==> src/hw/rtl/itcs_pkg.sv <==
// ----------------------------------------------------------------------------
// itcs_pkg: shared types and constants for the IPv4/TCP/UDP checksum block
// Mode codes, header size limits, protocol numbers, state and result structs and the
// end-around-carry adder.
// ----------------------------------------------------------------------------
package itcs_pkg;

	localparam int unsigned WORD_W = 16;
	localparam int unsigned MODE_W = 2;

	localparam logic [MODE_W-1:0] MODE_IP    = 2'd0;
	localparam logic [MODE_W-1:0] MODE_TCP   = 2'd1;
	localparam logic [MODE_W-1:0] MODE_UDP   = 2'd2;
	localparam logic [MODE_W-1:0] MODE_ALIAS = 2'd3;
	localparam logic [MODE_W-1:0] MODE_RESET = MODE_TCP;

	localparam logic [WORD_W-1:0] IP_HDR_BYTES  = 16'd20;
	localparam logic [WORD_W-1:0] TCP_MIN_BYTES = 16'd40;
	localparam logic [WORD_W-1:0] UDP_MIN_BYTES = 16'd28;
	localparam logic [WORD_W-1:0] PROTO_TCP     = 16'd6;
	localparam logic [WORD_W-1:0] PROTO_UDP     = 16'd17;
	localparam logic [WORD_W-1:0] LEN_OFFSET    = 16'd2;
	localparam logic [WORD_W-1:0] ADDR_OFFSET   = 16'd12;
	localparam logic [WORD_W-1:0] WORD_BYTES    = 16'd2;
	localparam logic [WORD_W-1:0] HIGH_BYTE     = 16'hFF00;

	typedef struct packed {
		logic [WORD_W-1:0] sum;
		logic [WORD_W-1:0] pos;
		logic [WORD_W-1:0] len;
		logic              active;
	} csum_state_t;

	typedef struct packed {
		logic              valid;
		logic [WORD_W-1:0] sum;
		logic              err;
	} csum_result_t;

	function automatic logic [WORD_W-1:0] oc_add(input logic [WORD_W-1:0] a,
		input logic [WORD_W-1:0] b);
		logic [WORD_W:0] s;
		s = {1'b0, a} + {1'b0, b};
		return s[WORD_W-1:0] + {{(WORD_W-1){1'b0}}, s[WORD_W]};
	endfunction

endpackage

==> src/hw/rtl/ipv4_tcp_udp_checksum.sv <==
// ----------------------------------------------------------------------------
// ipv4_tcp_udp_checksum: streaming IPv4 / TCP / UDP ones' complement sum
// Stages: input register, then result register, between item accept and result.
// Throughput: one 16-bit word per cycle when not stalled; the end-around-carry add
// and length checks sit between the input register and the result register.
// Reset: clears the packet state and the pipeline valids; mode resets to TCP.
// ----------------------------------------------------------------------------
module ipv4_tcp_udp_checksum (
	input  logic                        clk,
	input  logic                        arst_n,
	input  logic                        cfg_valid,
	output logic                        cfg_ready,
	input  logic [itcs_pkg::MODE_W-1:0] checksum_mode,
	input  logic                        in_valid,
	output logic                        in_stall,
	input  logic [itcs_pkg::WORD_W-1:0] data_word,
	input  logic                        first_word,
	output logic                        out_valid,
	input  logic                        out_stall,
	output logic [itcs_pkg::WORD_W-1:0] checksum_sum,
	output logic                        length_error
);
	import itcs_pkg::*;

	logic [MODE_W-1:0] mode_q;
	logic              valid_s1;
	logic [WORD_W-1:0] data_s1;
	logic              first_s1;
	csum_state_t       state_q;
	csum_state_t       state_nxt;
	csum_result_t      res;
	logic              out_free;
	logic              step_ok;
	logic              in_acc;

	itcs_step u_step (
		.cur      (state_q),
		.word     (data_s1),
		.first    (first_s1),
		.mode_raw (mode_q),
		.nxt      (state_nxt),
		.res      (res)
	);

	assign cfg_ready = 1'b1;
	assign out_free  = !out_valid || !out_stall;
	assign step_ok   = valid_s1 && (!res.valid || out_free);
	assign in_stall  = valid_s1 && !step_ok;
	assign in_acc    = in_valid && !in_stall;

	always_ff @(posedge clk or negedge arst_n) begin
		if (!arst_n) begin
			mode_q <= MODE_RESET;
		end else if (cfg_valid && cfg_ready) begin
			mode_q <= checksum_mode;
		end
	end

	always_ff @(posedge clk or negedge arst_n) begin
		if (!arst_n) begin
			valid_s1 <= 1'b0;
		end else if (in_acc) begin
			valid_s1 <= 1'b1;
		end else if (step_ok) begin
			valid_s1 <= 1'b0;
		end
	end

	always_ff @(posedge clk) begin
		if (in_acc) begin
			data_s1  <= data_word;
			first_s1 <= first_word;
		end
	end

	always_ff @(posedge clk or negedge arst_n) begin
		if (!arst_n) begin
			state_q <= '0;
		end else if (step_ok) begin
			state_q <= state_nxt;
		end
	end

	always_ff @(posedge clk or negedge arst_n) begin
		if (!arst_n) begin
			out_valid <= 1'b0;
		end else if (step_ok && res.valid) begin
			out_valid <= 1'b1;
		end else if (!out_stall) begin
			out_valid <= 1'b0;
		end
	end

	always_ff @(posedge clk) begin
		if (step_ok && res.valid) begin
			checksum_sum <= res.sum;
			length_error <= res.err;
		end
	end

	a_err_zero_sum: assert property (@(posedge clk) disable iff (!arst_n)
		out_valid && length_error |-> checksum_sum == '0)
		else $error("length error result with nonzero sum");

	a_result_closes: assert property (@(posedge clk) disable iff (!arst_n)
		step_ok && res.valid |=> !state_q.active)
		else $error("packet still open after its result");

	a_no_overwrite: assert property (@(posedge clk) disable iff (!arst_n)
		out_valid && out_stall |-> !(step_ok && res.valid))
		else $error("pending result overwritten");

	a_stall_needs_item: assert property (@(posedge clk) disable iff (!arst_n)
		in_stall |-> valid_s1)
		else $error("input stalled with empty input register");

endmodule

==> src/hw/rtl/itcs_step.sv <==
// ----------------------------------------------------------------------------
// itcs_step: per-word checksum update
// Takes the packet state and one word, gives the next state and the result
// for that word, if any.
// ----------------------------------------------------------------------------
module itcs_step (
	input  itcs_pkg::csum_state_t       cur,
	input  logic [itcs_pkg::WORD_W-1:0] word,
	input  logic                        first,
	input  logic [itcs_pkg::MODE_W-1:0] mode_raw,
	output itcs_pkg::csum_state_t       nxt,
	output itcs_pkg::csum_result_t      res
);
	import itcs_pkg::*;

	always_comb begin
		logic [MODE_W-1:0] mode;
		csum_state_t       s;
		logic [WORD_W-1:0] p;
		logic [WORD_W-1:0] len;
		logic [WORD_W-1:0] sum;
		logic [WORD_W-1:0] minlen;
		logic [WORD_W-1:0] w;
		logic              short_len;

		mode = (mode_raw == MODE_ALIAS) ? MODE_IP : mode_raw;
		s = cur;
		if (first) begin
			s.sum    = '0;
			s.pos    = '0;
			s.len    = '0;
			s.active = 1'b1;
		end
		nxt       = s;
		res       = '0;
		p         = s.pos;
		len       = s.len;
		sum       = s.sum;
		short_len = 1'b0;
		w         = word;
		minlen    = (mode == MODE_TCP) ? TCP_MIN_BYTES :
			((mode == MODE_UDP) ? UDP_MIN_BYTES : IP_HDR_BYTES);

		if (s.active) begin
			nxt.pos = p + WORD_BYTES;
			if (p == LEN_OFFSET) begin
				len     = word;
				nxt.len = word;
				if (word < minlen) begin
					short_len  = 1'b1;
					nxt.active = 1'b0;
					nxt.sum    = '0;
					res.valid  = 1'b1;
					res.err    = 1'b1;
				end else if (mode != MODE_IP) begin
					sum = oc_add(sum, (mode == MODE_TCP) ? PROTO_TCP : PROTO_UDP);
					sum = oc_add(sum, word - IP_HDR_BYTES);
				end
			end

			if (!short_len) begin
				if (mode == MODE_IP) begin
					if (p < IP_HDR_BYTES)
						sum = oc_add(sum, word);
					if (p == IP_HDR_BYTES - WORD_BYTES) begin
						nxt.active = 1'b0;
						res.valid  = 1'b1;
						res.sum    = sum;
					end
				end else begin
					if (p >= ADDR_OFFSET && p < IP_HDR_BYTES) begin
						sum = oc_add(sum, word);
					end else if (p >= IP_HDR_BYTES && p < len) begin
						// odd last byte: pad low byte with zero
						if ({1'b0, p} + 17'd1 == {1'b0, len})
							w = word & HIGH_BYTE;
						sum = oc_add(sum, w);
					end
					if (p >= IP_HDR_BYTES && ({1'b0, p} + {1'b0, WORD_BYTES}) >= {1'b0, len})
					begin
						nxt.active = 1'b0;
						res.valid  = 1'b1;
						res.sum    = sum;
					end
				end
				nxt.sum = sum;
			end
		end
	end

endmodule
==> config.mk <==
export PLATFORM = sky130hd
export DESIGN_NAME = ipv4_tcp_udp_checksum
export DESIGN_NICKNAME = d
export VERILOG_FILES = /design/src/hw/rtl/itcs_pkg.sv /design/src/hw/rtl/ipv4_tcp_udp_checksum.sv /design/src/hw/rtl/itcs_step.sv
export SDC_FILE = /design/constraint.sdc
export NUM_CORES = 1
export LEC_CHECK = 0
export BUFFER_PORTS_ARGS = -buffer_cell sky130_fd_sc_hd__buf_2
export CAP_MARGIN = 20
export CORE_MARGIN = 1.5
export CORE_UTILIZATION = 60
export DETAILED_ROUTE_END_ITERATION = 7
export PLACE_DENSITY = 0.84
export SETUP_SLACK_MARGIN = 0.5
export SLEW_MARGIN = 0
export SYNTH_ARGS = -nofsm -noshare
export SYNTH_HDL_FRONTEND = slang
export SYNTH_HIERARCHICAL = 1
export SYNTH_SLANG_ARGS = --single-unit
==> constraint.sdc <==
create_clock -name clk -period 22.5 [get_ports clk]
set_input_delay 2.25 -clock clk [delete_from_list [all_inputs] [get_ports clk]]
set_output_delay 2.25 -clock clk [all_outputs]
set_load 0.02 [all_outputs]
==> results.toml <==
[outcome]
status = "completed"

[sta]
hold_viol = 0
hold_ws_ns = 0.511
rsz0062_at_grt = "false"
maxSlewViolCount = 0
worst_pin_slew_ns = 0.947
fin_skew_ns = 0.0154
fin_crit_ns = 11.33
fin_setup_tns_ns = 0
max_freq_ghz = 0.0883
fin_ws_ns = 11.18
finalSetupViolations = 0
fin_crit_sh = 0.503
max_slew_margin = 0.369

[cells_and_area]
num-fill-cells = 1661
seq_area_um2 = 2350
fin_area_um2 = 12200
layout-drive-gt1-share = 0.0908
multi_input_area_um2 = 8780
diodes = 0
fin_cells = 1736
fin_nets = 1591
final_common_cell = "nand2_1"
layout_common_cells = "nand2_1, nor2_1, a21oi_1"
syn_to_final_growth_pct = 5.50

[logic_synthesis]
synth_area_um2 = 11600
synth.avg_cell_area_um2 = 7.78
synthArstFlopShare = 0.609
synth_ff_type = "dfrtp_1"
synthCells = 1492
syn_nets = 1612
yosys-top-cells-area = "dfrtp_1, ha_1, edfxtp_1, xnor2_1, nand2_1"
synth-edff-count = 34
yosys_warnings = 6
ys_seq_area_frac = 0.202
post_synth_num_cell_types = 99
ys_ff_latch = 87
synth_top_area_share = 0.112
yosysTopAreaCell = "dfrtp_1"

[global_route]
grtUsageTotal = 0.381
antenna_found_initial = 0
grt_pass1_wl_um = 59400
grt_pass1_vias = 10700
grt_max_degree = 101
grt_overflow = 0

[cts]
cts_root_buf = "clkbuf_16"
cts_max_level = 3
cts_inserted_buffers = 9
clk_latency_ns = 0.36
cts_tree = "yes"
cts.sinks = 87
cts_buffer_depth = 2
clk_pin_slew_worst_paths_ns = 0.07
post_cts_resized = 0
hold_buffers = 0
post_cts_buffers = 0

[floorplan]
fp.dieArea_um2 = 20200
die_w_um = 142
io_pins = 44
initial_utilization = 0.617
core_um2 = 18800
num_rows = 50
fp.dieH_um = 142

[power_and_ir_drop]
seq_power_share = 0.203
p_int_w = 0.000605
ir_drop_v = 0.0000895
p_leak_nw = 5.00
p_sw_w = 0.000612
swShare = 0.503
power_density_nw_per_um2 = 99.4
p_comb_frac = 0.639
pwr-share-clk = 0.158

[place]
io_buffers = 42
placed_area_um2 = 11900
hpwl_um = 27900
placed_cells = 1720
routabilityCongestion = 1.02
detailedPlace.worstSlack_ns = 11.43

[route]
drc = 0
vias = 11700
drt_iter0_drc = 1712
drt-pass1-iter-count = 6
ant_nets = 0
routedWlPerCell_um = 21.8
wl_um = 37900
via_per_inst = 6.77

[setup_path]
rr_worst_depth = 54
cp_slowest_cell = "dfstp_2"
required_ns = 22.71
r2r-start = "mode_q[0]"
critPathKind = "flip-flop to flip-flop"
start_kind = "flip-flop"
r2r_end = "state_q[48]"
arrival_ns = 11.53
end_kind = "flip-flop"
path_max_fanout = 10
cp_common_cell = "ha_1"
rrSetupSlack_ns = 11.18
critical_path.max_stage_delay_ns = 0.55

[worst_hold_path]
whs_path_depth = 1
min_to = "mode_q[1]"
min_from = "mode_q[1]"
min_path_type = "flip-flop to flip-flop"

[job]
maxCapViolations = 0
[per-layer routing]
layer  wire (um)  GRT usage  part of all wire
met2       15900      0.554              0.42
met1       16200      0.552              0.43
met5           0          0                 0
met4        1530      0.160             0.040
met3        4260     0.0673              0.11
[power by group through the flow]
stage	clock, W	combinational, W	sequential, W
finish	0.000192	0.000777	0.000248
floorplan	0	0.000580	0.000222
global route	0.000199	0.000839	0.000251
detailed placement	0	0.000747	0.000246
CTS	0.000193	0.000753	0.000243
global placement	0	0.000741	0.000245
[registers in the layout (all words and copies together) (netlist names)]
register,flops
first_s1,1
state_q,49
data_s1,16
length_error,1
valid_s1,1
checksum_sum,16
out_valid,1
mode_q,2
[logic make-up (layout without fill, tap and decap cells)]
family                     count (synthesis)  after routing  synth area share
buffers and inverters                    115             99            0.0420
muxes                                     33             33            0.0294
other                                      1              1          0.000323
AOI/OAI and AO/OA                        359            359             0.213
adders and majority gates                 96             96             0.105
and+or+nand+nor                          642            642             0.285
xor gates and xnor gates                 159            159             0.123
DFF                                       87             87             0.202
[synthesized netlist by cell type, types with 10 or more instances]
master	n
clkbuf_1	58
a211oi_1	13
nor3_1	32
nand2b_1	58
o21ai_0	50
xor2_1	71
ha_1	93
nor2b_1	26
o211ai_1	52
a21o_1	23
o22ai_1	10
nand2_1	169
o21a_1	13
buf_2	21
and3_1	24
xnor2_1	84
and2_1	15
edfxtp_1	34
nand4_1	67
nor2_1	138
nand3_1	36
dfrtp_1	52
a21oi_1	107
o211ai_2	10
inv_1	24
nor3b_1	18
mux2i_1	24
[worst max-delay path by stage]
stage	start	end	slack (ns)	cells past startpoint
after detailed placement	mode_q[0]	state_q[48]	11.43	54
after CTS	mode_q[0]	state_q[48]	11.37	54
after global routing	first_s1	state_q[48]	10.35	54
after floorplan	first_s1	state_q[48]	12.21	58
after global placement	mode_q[0]	state_q[48]	11.77	54
final	mode_q[0]	state_q[48]	11.18	54
[critical path: cells and delay by family, from the launching register on]
| kind | cells | cell delay [ns] |
|---|---|---|
| simple gates | 21 | 3.80 |
| fa+ha+maj | 8 | 2.35 |
| xor+xnor | 4 | 0.71 |
| flops | 1 | 0.55 |
| buf+inv | 1 | 0.17 |
| compound gates | 20 | 3.65 |
[metrics by stage]
stage               power (W)  utilization
global placement     0.000986        0.631
finish                0.00122        0.650
detailed placement   0.000993        0.631
CTS                   0.00119        0.650
floorplan            0.000802            -
global route          0.00129        0.650
[area by class of cell]
type                            instances  area share
Tap cell                              260      0.0266
Clock inverter                          6     0.00991
Multi-Input combinational cell       1290       0.717
Sequential cell                        87       0.192
Timing Repair Buffer                   57      0.0264
Inverter                               26     0.00797
Clock buffer                           10      0.0204
(Power assumes the default switching activity.)
